===== src/hw/rtl/rss_pkg.sv =====
// ----------------------------------------------------------------------------
// rss_pkg
// Shared constants and types for the row sort-and-sum block.
// ----------------------------------------------------------------------------
package rss_pkg;

    localparam int ROW_LEN_DEF   = 16;
    localparam int ELEM_BITS_DEF = 8;

    // Chain control: insert_en lets data ripple up the chain,
    // shift_en moves every held value one cell toward cell 0.
    typedef struct packed {
        logic insert_en;
        logic shift_en;
    } cell_ctrl_t;

endpackage


===== src/hw/rtl/rss_cell.sv =====
// ----------------------------------------------------------------------------
// rss_cell
// One compare-exchange cell of the sorting chain: keeps the smaller value,
// hands the larger one to the next cell, shifts down on emit.
// ----------------------------------------------------------------------------
module rss_cell #(
    parameter int ELEM_BITS = rss_pkg::ELEM_BITS_DEF
) (
    input  logic                 clk,
    input  logic                 rst_n,
    input  rss_pkg::cell_ctrl_t  ctrl,
    input  logic                 in_valid,
    input  logic [ELEM_BITS-1:0] in_data,
    input  logic                 next_valid,
    input  logic [ELEM_BITS-1:0] next_data,
    output logic                 held_valid,
    output logic [ELEM_BITS-1:0] held_data,
    output logic                 pass_valid,
    output logic [ELEM_BITS-1:0] pass_data
);

    logic                 held_valid_reg, held_valid_next;
    logic [ELEM_BITS-1:0] held_data_reg,  held_data_next;
    logic                 pass_valid_reg, pass_valid_next;
    logic [ELEM_BITS-1:0] pass_data_reg,  pass_data_next;

    always_comb
    begin
        held_valid_next = held_valid_reg;
        held_data_next  = held_data_reg;
        pass_valid_next = 1'b0;
        pass_data_next  = pass_data_reg;
        if (ctrl.shift_en)
        begin
            held_valid_next = next_valid;
            held_data_next  = next_data;
        end
        else if (ctrl.insert_en && in_valid)
        begin
            if (!held_valid_reg)
            begin
                held_valid_next = 1'b1;
                held_data_next  = in_data;
            end
            else
            begin
                pass_valid_next = 1'b1;
                if (in_data < held_data_reg)
                begin
                    held_data_next = in_data;
                    pass_data_next = held_data_reg;
                end
                else
                begin
                    pass_data_next = in_data;
                end
            end
        end
    end

    always_ff @(posedge clk or negedge rst_n)
    begin
        if (!rst_n)
        begin
            held_valid_reg <= 1'b0;
            pass_valid_reg <= 1'b0;
        end
        else
        begin
            held_valid_reg <= held_valid_next;
            pass_valid_reg <= pass_valid_next;
        end
    end

    always_ff @(posedge clk)
    begin
        held_data_reg <= held_data_next;
        pass_data_reg <= pass_data_next;
    end

    assign held_valid = held_valid_reg;
    assign held_data  = held_data_reg;
    assign pass_valid = pass_valid_reg;
    assign pass_data  = pass_data_reg;

endmodule


===== src/hw/rtl/row_sort_and_sum.sv =====
// A row is loaded, then the compare-exchange chain settles, then the row is
// shifted out one element per cycle while the sink is ready (m_tready); the
// first result is registered once the chain has settled.
// Input is not taken while the chain settles or shifts out.
// Reset (rst_n, async, active low) empties the chain and clears the total.
// ----------------------------------------------------------------------------
// row_sort_and_sum
// Collects a row of unsigned elements into a chain of compare-exchange
// cells, then streams the row out in ascending order with its total.
// ----------------------------------------------------------------------------
module row_sort_and_sum #(
    parameter int ROW_LEN   = rss_pkg::ROW_LEN_DEF,
    parameter int ELEM_BITS = rss_pkg::ELEM_BITS_DEF,
    localparam int TOTAL_BITS = ELEM_BITS + $clog2(ROW_LEN),
    localparam int IN_W       = ((ELEM_BITS + 7) / 8) * 8,
    localparam int OUT_W      = ((ELEM_BITS + TOTAL_BITS + 7) / 8) * 8
) (
    input  logic             clk,
    input  logic             rst_n,
    input  logic             s_tvalid,
    output logic             s_tready,
    input  logic [IN_W-1:0]  s_tdata,   // value
    output logic             m_tvalid,
    input  logic             m_tready,
    output logic [OUT_W-1:0] m_tdata,   // sorted_value, row_total
    output logic             m_tlast    // last
);

    localparam int CNT_BITS = $clog2(ROW_LEN + 1);
    localparam logic [CNT_BITS-1:0] CNT_END = CNT_BITS'(ROW_LEN - 1);

    localparam logic [1:0] ST_LOAD   = 2'd0;
    localparam logic [1:0] ST_SETTLE = 2'd1;
    localparam logic [1:0] ST_EMIT   = 2'd2;

    logic [1:0]            state_reg, state_next;
    logic [CNT_BITS-1:0]   cnt_reg, cnt_next;
    logic [TOTAL_BITS-1:0] total_reg, total_next;
    logic                  out_valid_reg, out_valid_next;
    logic                  out_last_reg, out_last_next;
    logic [ELEM_BITS-1:0]  out_value_reg, out_value_next;
    logic [TOTAL_BITS-1:0] out_total_reg, out_total_next;

    logic                  in_fire;
    logic                  out_load;
    rss_pkg::cell_ctrl_t   ctrl;

    logic                 chain_valid [ROW_LEN+1];
    logic [ELEM_BITS-1:0] chain_data  [ROW_LEN+1];
    logic                 held_valid  [ROW_LEN+1];
    logic [ELEM_BITS-1:0] held_data   [ROW_LEN+1];

    assign s_tready = (state_reg == ST_LOAD);
    assign in_fire  = s_tvalid && s_tready;
    assign out_load = (state_reg == ST_EMIT) && (!out_valid_reg || m_tready);

    assign ctrl.insert_en = (state_reg != ST_EMIT);
    assign ctrl.shift_en  = out_load;

    assign chain_valid[0]   = in_fire;
    assign chain_data[0]    = s_tdata[ELEM_BITS-1:0];
    assign held_valid[ROW_LEN] = 1'b0;
    assign held_data[ROW_LEN]  = '0;

    for (genvar i = 0; i < ROW_LEN; i++)
    begin : g_cell
        rss_cell #(
            .ELEM_BITS (ELEM_BITS)
        ) u_cell (
            .clk        (clk),
            .rst_n      (rst_n),
            .ctrl       (ctrl),
            .in_valid   (chain_valid[i]),
            .in_data    (chain_data[i]),
            .next_valid (held_valid[i+1]),
            .next_data  (held_data[i+1]),
            .held_valid (held_valid[i]),
            .held_data  (held_data[i]),
            .pass_valid (chain_valid[i+1]),
            .pass_data  (chain_data[i+1])
        );
    end

    always_comb
    begin
        state_next     = state_reg;
        cnt_next       = cnt_reg;
        total_next     = total_reg;
        out_valid_next = out_valid_reg && !m_tready;
        out_last_next  = out_last_reg;
        out_value_next = out_value_reg;
        out_total_next = out_total_reg;
        case (state_reg)
            ST_LOAD:
            begin
                if (in_fire)
                begin
                    total_next = total_reg + TOTAL_BITS'(s_tdata[ELEM_BITS-1:0]);
                    if (cnt_reg == CNT_END)
                    begin
                        cnt_next   = '0;
                        state_next = ST_SETTLE;
                    end
                    else
                    begin
                        cnt_next = cnt_reg + 1'b1;
                    end
                end
            end
            ST_SETTLE:
            begin
                if (cnt_reg == CNT_END)
                begin
                    cnt_next   = '0;
                    state_next = ST_EMIT;
                end
                else
                begin
                    cnt_next = cnt_reg + 1'b1;
                end
            end
            ST_EMIT:
            begin
                if (out_load)
                begin
                    out_valid_next = 1'b1;
                    out_value_next = held_data[0];
                    out_total_next = total_reg;
                    out_last_next  = (cnt_reg == CNT_END);
                    if (cnt_reg == CNT_END)
                    begin
                        cnt_next   = '0;
                        total_next = '0;
                        state_next = ST_LOAD;
                    end
                    else
                    begin
                        cnt_next = cnt_reg + 1'b1;
                    end
                end
            end
            default:
            begin
                state_next = ST_LOAD;
                cnt_next   = '0;
                total_next = '0;
            end
        endcase
    end

    always_ff @(posedge clk or negedge rst_n)
    begin
        if (!rst_n)
        begin
            state_reg     <= ST_LOAD;
            cnt_reg       <= '0;
            total_reg     <= '0;
            out_valid_reg <= 1'b0;
        end
        else
        begin
            state_reg     <= state_next;
            cnt_reg       <= cnt_next;
            total_reg     <= total_next;
            out_valid_reg <= out_valid_next;
        end
    end

    always_ff @(posedge clk)
    begin
        out_last_reg  <= out_last_next;
        out_value_reg <= out_value_next;
        out_total_reg <= out_total_next;
    end

    assign m_tvalid = out_valid_reg;
    assign m_tlast  = out_last_reg;
    assign m_tdata  = OUT_W'({out_total_reg, out_value_reg});

endmodule


===== config.mk =====
export PLATFORM = sky130hd
export DESIGN_NAME = row_sort_and_sum
export DESIGN_NICKNAME = d
export VERILOG_FILES = /design/src/hw/rtl/rss_pkg.sv /design/src/hw/rtl/rss_cell.sv /design/src/hw/rtl/row_sort_and_sum.sv
export SDC_FILE = /design/constraint.sdc
export NUM_CORES = 1
export LEC_CHECK = 0
export ABC_AREA = 0
export BUFFER_PORTS_ARGS = -buffer_cell sky130_fd_sc_hd__buf_2
export CAP_MARGIN = 10
export CELL_PAD_IN_SITES_DETAIL_PLACEMENT = 1
export CELL_PAD_IN_SITES_GLOBAL_PLACEMENT = 2
export CORE_MARGIN = 8
export CORE_UTILIZATION = 44
export CTS_BUF_LIST = sky130_fd_sc_hd__clkbuf_8 sky130_fd_sc_hd__clkbuf_16
export CTS_CLUSTER_DIAMETER = 200
export DETAILED_ROUTE_END_ITERATION = 8
export GPL_ROUTABILITY_DRIVEN = 0
export PLACE_DENSITY_LB_ADDON = 0.1
export REMOVE_ABC_BUFFERS = 1
export SYNTH_ARGS = -nofsm -noshare
export SYNTH_HDL_FRONTEND = slang
export SYNTH_SLANG_ARGS = --single-unit

===== constraint.sdc =====
create_clock -name clk -period 2.6 [get_ports clk]
set_clock_uncertainty 0.1 [all_clocks]
set_input_delay 0.26 -clock clk [delete_from_list [all_inputs] [get_ports clk]]
set_output_delay 0.26 -clock clk [all_outputs]
set_load 0.02 [all_outputs]

After elaboration in Yosys (flattened, before gate mapping). Index checks and enable logic that the tools add are counted.

Bits in registers: 320. Input bits: 12. Logic and storage cells: 358. Output and inout bits: 27.

Equality and inequality tests: 25. Add/sub/neg operators: 2. $lt $le $gt $ge: 16. Reductions and logical operators: 74. Bitwise logic cells: 2. Muxes and demuxes: 170.

Operators with widths (number): 2-to-1 mux 8 bit (77); < comparator 8 bit (16); 2-to-1 mux 1 bit (79); != test 3 bit, second input constant (15); AND reduction 3 bit (15); 2-to-1 mux 12 bit (3); one-hot mux 12 bit (3 select lines) (1); AND reduction 2 bit (18); nonzero test 2 bit (16); logical AND 1 bit (19); 2-to-1 mux 5 bit (3); one-hot mux 5 bit (3 select lines) (1); adder 12 x 8 -> 12 bit (1); 2-to-1 mux 2 bit (5); != test 2 bit, second input constant (4); != test 2 x 1 -> 1 bit, second input constant (3); one-hot mux 2 bit (3 select lines) (1); adder 5 x 1 -> 5 bit, second input constant (1); equality test 5 x 4 -> 1 bit, second input constant (1); AND reduction 5 bit (1); AND reduction 4 bit (1); equality test 2 x 1 -> 1 bit, second input constant (1); equality test 2 bit, second input constant (1); zero test 1 bit (2); other kinds (3) (4).

Longest topological paths before layout.
Depth in word-level cells: 5. Depth in mapped cells: 8. Gate-level depth less buffers: 7.

Cells and area by module. A second synthesis with hierarchy kept.

Cell total of the unflattened synthesis: 1261. Area total of the unflattened synthesis: 17292.8 sq um.

By module, submodules not included: rss_cell (cells an instance 69, area each 959.7 sq um, instances 16); row_sort_and_sum (cells an instance 157, area each 1938.1 sq um, instances 1).

Worst setup path after synthesis. No wires, ideal clock.

Path kind: reg2reg. Start: register g_cell[10].u_cell.pass_data_reg[6]. End: register g_cell[11].u_cell.held_data_reg[0], enable pin. Arrival: 1854 ps. Data required time: 2170 ps. Path slack: 316 ps. Stages on the path, launching flop included: 6. Library setup time: 330 ps. Path through: edfxtp_1 -> ha_1 -> a21o_2 -> a221o_1 -> a31oi_4 -> o21a_1.

Word-level cells in the longest chain between the ends: 3.

RTL lines: start: declaration (RTL line rss_cell.sv:25) `logic [ELEM_BITS-1:0] pass_data_reg, pass_data_next;`; start signal: assignment (RTL line rss_cell.sv:78) `pass_data_reg <= pass_data_next;`; < comparator 8 bit (RTL line rss_cell.sv:48) `if (in_data < held_data_reg)`; != test 3 bit (no line); AND reduction 2 bit (no line); end signal: assignment (RTL line rss_cell.sv:77) `held_data_reg <= held_data_next;`; end: declaration (RTL line rss_cell.sv:23) `logic [ELEM_BITS-1:0] held_data_reg, held_data_next;`.

Every way passes these cells. A chain may end at the register's enable or synchronous reset.

Worst setup path in the final report.
Start: register g_cell[13].u_cell.pass_data_reg[7]. End: register g_cell[14].u_cell.pass_data_reg[4] (data pin).

Word-level cells in the longest chain between the ends: 2.

RTL lines (RTL line): start: declaration (rss_cell.sv:25); start signal: assignment (rss_cell.sv:78); < comparator 8 bit (rss_cell.sv:48); 2-to-1 mux 8 bit (rss_cell.sv:48); end signal: assignment (rss_cell.sv:78); end: declaration (rss_cell.sv:25).

Every way passes these cells.

==> out/metrics.csv <==
metric,value,unit
outcome,"complete, no violations",
die area,43500,µm²
largest net degree at the start of global routing,57,
Mapped Cells,1376,
WP buf/inv,1,
async set-reset flop share out of synthesis,0.159,
first-pass GRT wire length,62500,µm
Finished Layout Cells,1943,
Iter 0 DRT Violations,425,
leakage dissipation,0.00780,µW
H-tree depth,2,
Die Width,209,µm
Hold EP,g_cell[0].u_cell.held_data[5],
clock-pin slew on the worst setup and hold paths,0.06,ns
Synth Area in Adders,0.0939,
starting density of the core,0.446,
unique cell type count in the Yosys netlist,59,
syn avg cell area,11.9,µm²
Slew @ Worst Pin,0.953,ns
CP peak stage delay,0.42,ns
slew margin rel.,0.365,
min cycle time layout,2.47,ns
#FFs+latches synth,320,
FF-to-FF path depth,6,
via count,10400,
initial antenna violation count,0,
synthesized area,16300,µm²
die span in y,209,µm
yosys warns,0,
finished layout cell area,18500,µm²
Post-synth EDFFs,261,
total power,26600,µW
Setup CP Type,flop to flop,
Num Clock Sinks,320,
Hold Path Depth,3,
post-synthesis xor/xnor area fraction,0.00268,
Psw,9760,µW
Clk pwr share,0.197,
post-DP HPWL,27400,µm
area grow syn2layout,13.1,%
Clock Path Buffers,3,
total congestion overflow,0,
startpoint types,flop,
Worst VDD drop,0.642,mV
RR Endpoint,g_cell[14].u_cell.pass_data[4],
r2r setup slk,0.13,ns
Fin. Hold Viols,0,
critical path's slowest cell,edfxtp_1,
Reg2Reg Launch Point,g_cell[13].u_cell.pass_data[7],
gr usage total,0.175,
PD cells,1440,nW/µm²
ys flop type,edfxtp_1,
sequential area share after synthesis,0.568,
largest family of logic cells by synthesized area,compound AO/OA/AOI/OAI gates,
Internal Pwr Total,16800,µW
final setup fails,0,
DR DRC count,0,
worst path cell trace,ha_1 -> and3_1 -> a221o_1 -> a31oi_4 -> buf_4 -> mux2_2,
CTS buffer count,38,
layout cells sized above 1,0.170,
MaxCap Viol Count,0,
Final ANT Viol Nets,0,
Max Clk Rate,405,MHz
complex-gate fraction of the synthesized area,0.121,
period utilization,0.949,
fillers,3813,
final WL,37500,µm
RSZ-0062 raised after global routing,false,
DR vias/cell,5.37,
Worst EP arrival,2.64,ns
clk_lat worst skew,0.52,ns
Min-Delay Path Class,input pin to flop,
Core Box Area,36600,µm²
nets,1579,
Boundary Pins,39,
Seq pwr share,0.397,
routed len/inst,19.3,µm
vias in the first global route,11500,
CP top delay family,compound AO/OA/AOI/OAI gates,
# diodes,0,
Gate power share,0.406,
Critical Path RT,2.77,ns
final count of pins violating max slew,0,
Cells after DPL,1869,
Hold Path Origin,s_tdata[5],
CP Depth,6,
mux share of post-synthesis cell area,0.0876,
Sw Ratio,0.367,
Worst Path Max Fanout,5,
drt first pass iters,7,
Core Rows,70,
Synth Area in Simple Gates,0.0877,
port bufs,34,
CTS root buffer,clkbuf_16,
Placed Area,17200,µm²
max reg flops,128,
Crit. End Element,flop,
CTS tree,done,
## worst min-delay path: cells and delay by family
kind,cells,cell delay [ns]
simple gates,1,0.06
buf+inv,1,0.16
compound gates,1,0.06
## placed cells by master, fill, tap and decap left out, types with 2 or more instances in the layout
master	synthesis	layout
nor2_1	25	25
clkbuf_16	0	41
ha_1	121	121
o21a_1	7	6
o21ai_1	8	8
conb_1	1	4
and3_1	21	21
buf_4	6	30
mux2_1	18	18
clkinv_1	0	3
a221o_1	7	7
buf_2	14	34
xor2_1	4	4
nor2b_1	5	5
buf_12	0	2
a211oi_1	20	20
a21o_1	10	10
mux2i_1	8	8
a31oi_4	7	7
inv_1	116	126
a22o_1	2	2
a21oi_2	8	8
dlygate4sd3_1	0	4
clkinv_2	0	6
a21boi_1	2	2
o21ai_0	163	163
mux2_2	102	102
dfxtp_1	8	8
nand2_1	223	223
nand2b_1	19	18
nor3_1	2	2
clkbuf_8	0	8
a21oi_1	50	50
o21bai_1	9	9
nand3_1	13	13
edfxtp_1	261	261
or3_1	9	9
dfrtp_1	51	51
o211ai_1	2	2
o22a_1	7	7
## power by group through the flow
stage / Sequential (µW) / Combinational [µW] / Clock, µW
5_1_grt: 10900 / 12300 / 5580
3_3_place_gp: 10600 / 10500 / 0
6_report: 10500 / 10800 / 5240
3_5_place_dp: 10600 / 10900 / 0
4_1_cts: 10600 / 11000 / 5400
2_1_floorplan: 10100 / 7860 / 0
## worst max path at each step
stage | start | endpoint | slack [ns]
global route | g_cell[13].u_cell.pass_data[7] | g_cell[14].u_cell.held_data[3] | 0.03
global placement | g_cell[8].u_cell.pass_data[7] | g_cell[9].u_cell.held_data[3] | 0.13
floorplan | m_tvalid | g_cell[1].u_cell.held_data[0] | -2.66
detailed placement | g_cell[8].u_cell.pass_data[7] | g_cell[9].u_cell.held_data[3] | 0.09
finish | g_cell[13].u_cell.pass_data[7] | g_cell[14].u_cell.pass_data[4] | 0.13
CTS | g_cell[8].u_cell.pass_data[7] | g_cell[9].u_cell.held_data[0] | 0.09
## per-layer routing
layer / routed length [µm] / global-route usage / up-vias
met5: 0 / 0 / -
met1: 17300 / 0.224 / 5152
met4: 622 / 0.0420 / 0
met2: 18600 / 0.308 / 120
li1: - / - / 5120
met3: 1030 / 0.0275 / 44
## metrics by stage
| stage | hold slack [ns] | setup slack (ns) | TNS [ns] | util |
|---|---|---|---|---|
| 6_report | 0.0404 | 0.132 | 0 | 0.504 |
| 5_1_grt | 0.0503 | 0.0329 | 0 | 0.504 |
| 4_1_cts | 0.0135 | 0.0855 | 0 | 0.504 |
| 3_5_place_dp | 0.363 | 0.0914 | 0 | 0.469 |
| 3_3_place_gp | 0.355 | 0.131 | 0 | 0.469 |
| 2_1_floorplan | -0.136 | -2.66 | -400.13 | - |
## cell type report
type | count | area, µm² | area share
clock buffer | 49 | 1140 | 0.0615
clock inverter | 21 | 113 | 0.00610
inverter | 116 | 435 | 0.0236
multi-input combinational | 899 | 6450 | 0.349
sequential | 320 | 9270 | 0.502
tap | 468 | 586 | 0.0317
timing repair buffer | 70 | 475 | 0.0257
## cells in the mapped netlist, types with 4 or more instances
master,count,area share
buf_2,14,0.0043
mux2_1,18,0.012
o21bai_1,9,0.0041
a21oi_1,50,0.015
ha_1,121,0.093
clkbuf_1,23,0.0053
buf_4,6,0.0028
edfxtp_1,261,0.48
nor2b_1,5,0.0019
dfrtp_1,51,0.078
or3_1,9,0.0034
o21ai_1,8,0.0025
nor2_1,25,0.0057
o21ai_0,163,0.050
a211oi_1,20,0.0092
nand3_1,13,0.0040
a221o_1,7,0.0043
a31oi_4,7,0.0091
mux2_2,102,0.070
xor2_1,4,0.0021
dfxtp_1,8,0.0098
nand2_1,223,0.051
o21a_1,7,0.0032
o22a_1,7,0.0038
nand2b_1,19,0.0073
a21o_1,10,0.0046
and3_1,21,0.0080
a21oi_2,8,0.0043
inv_1,116,0.027
mux2i_1,8,0.0049
## logic make-up after synthesis
| group | Yosys count |
|---|---|
| AND/OR/NAND/NOR | 327 |
| flip-flops | 320 |
| AO/OA/AOI/OAI | 313 |
| buffers and inverters | 160 |
| multiplexers | 128 |
| adder cells (fa/ha/maj) | 122 |
| XOR/XNOR | 5 |
| other | 1 |
## what timing repair did
action                     4_1_cts  5_1_grt
setup endpoints to repair        0        8
hold endpoints to repair        38        0
resized for setup                0        1
hold buffers                     4        0
buffers inserted                 0        0
(Power assumes the default switching activity.)
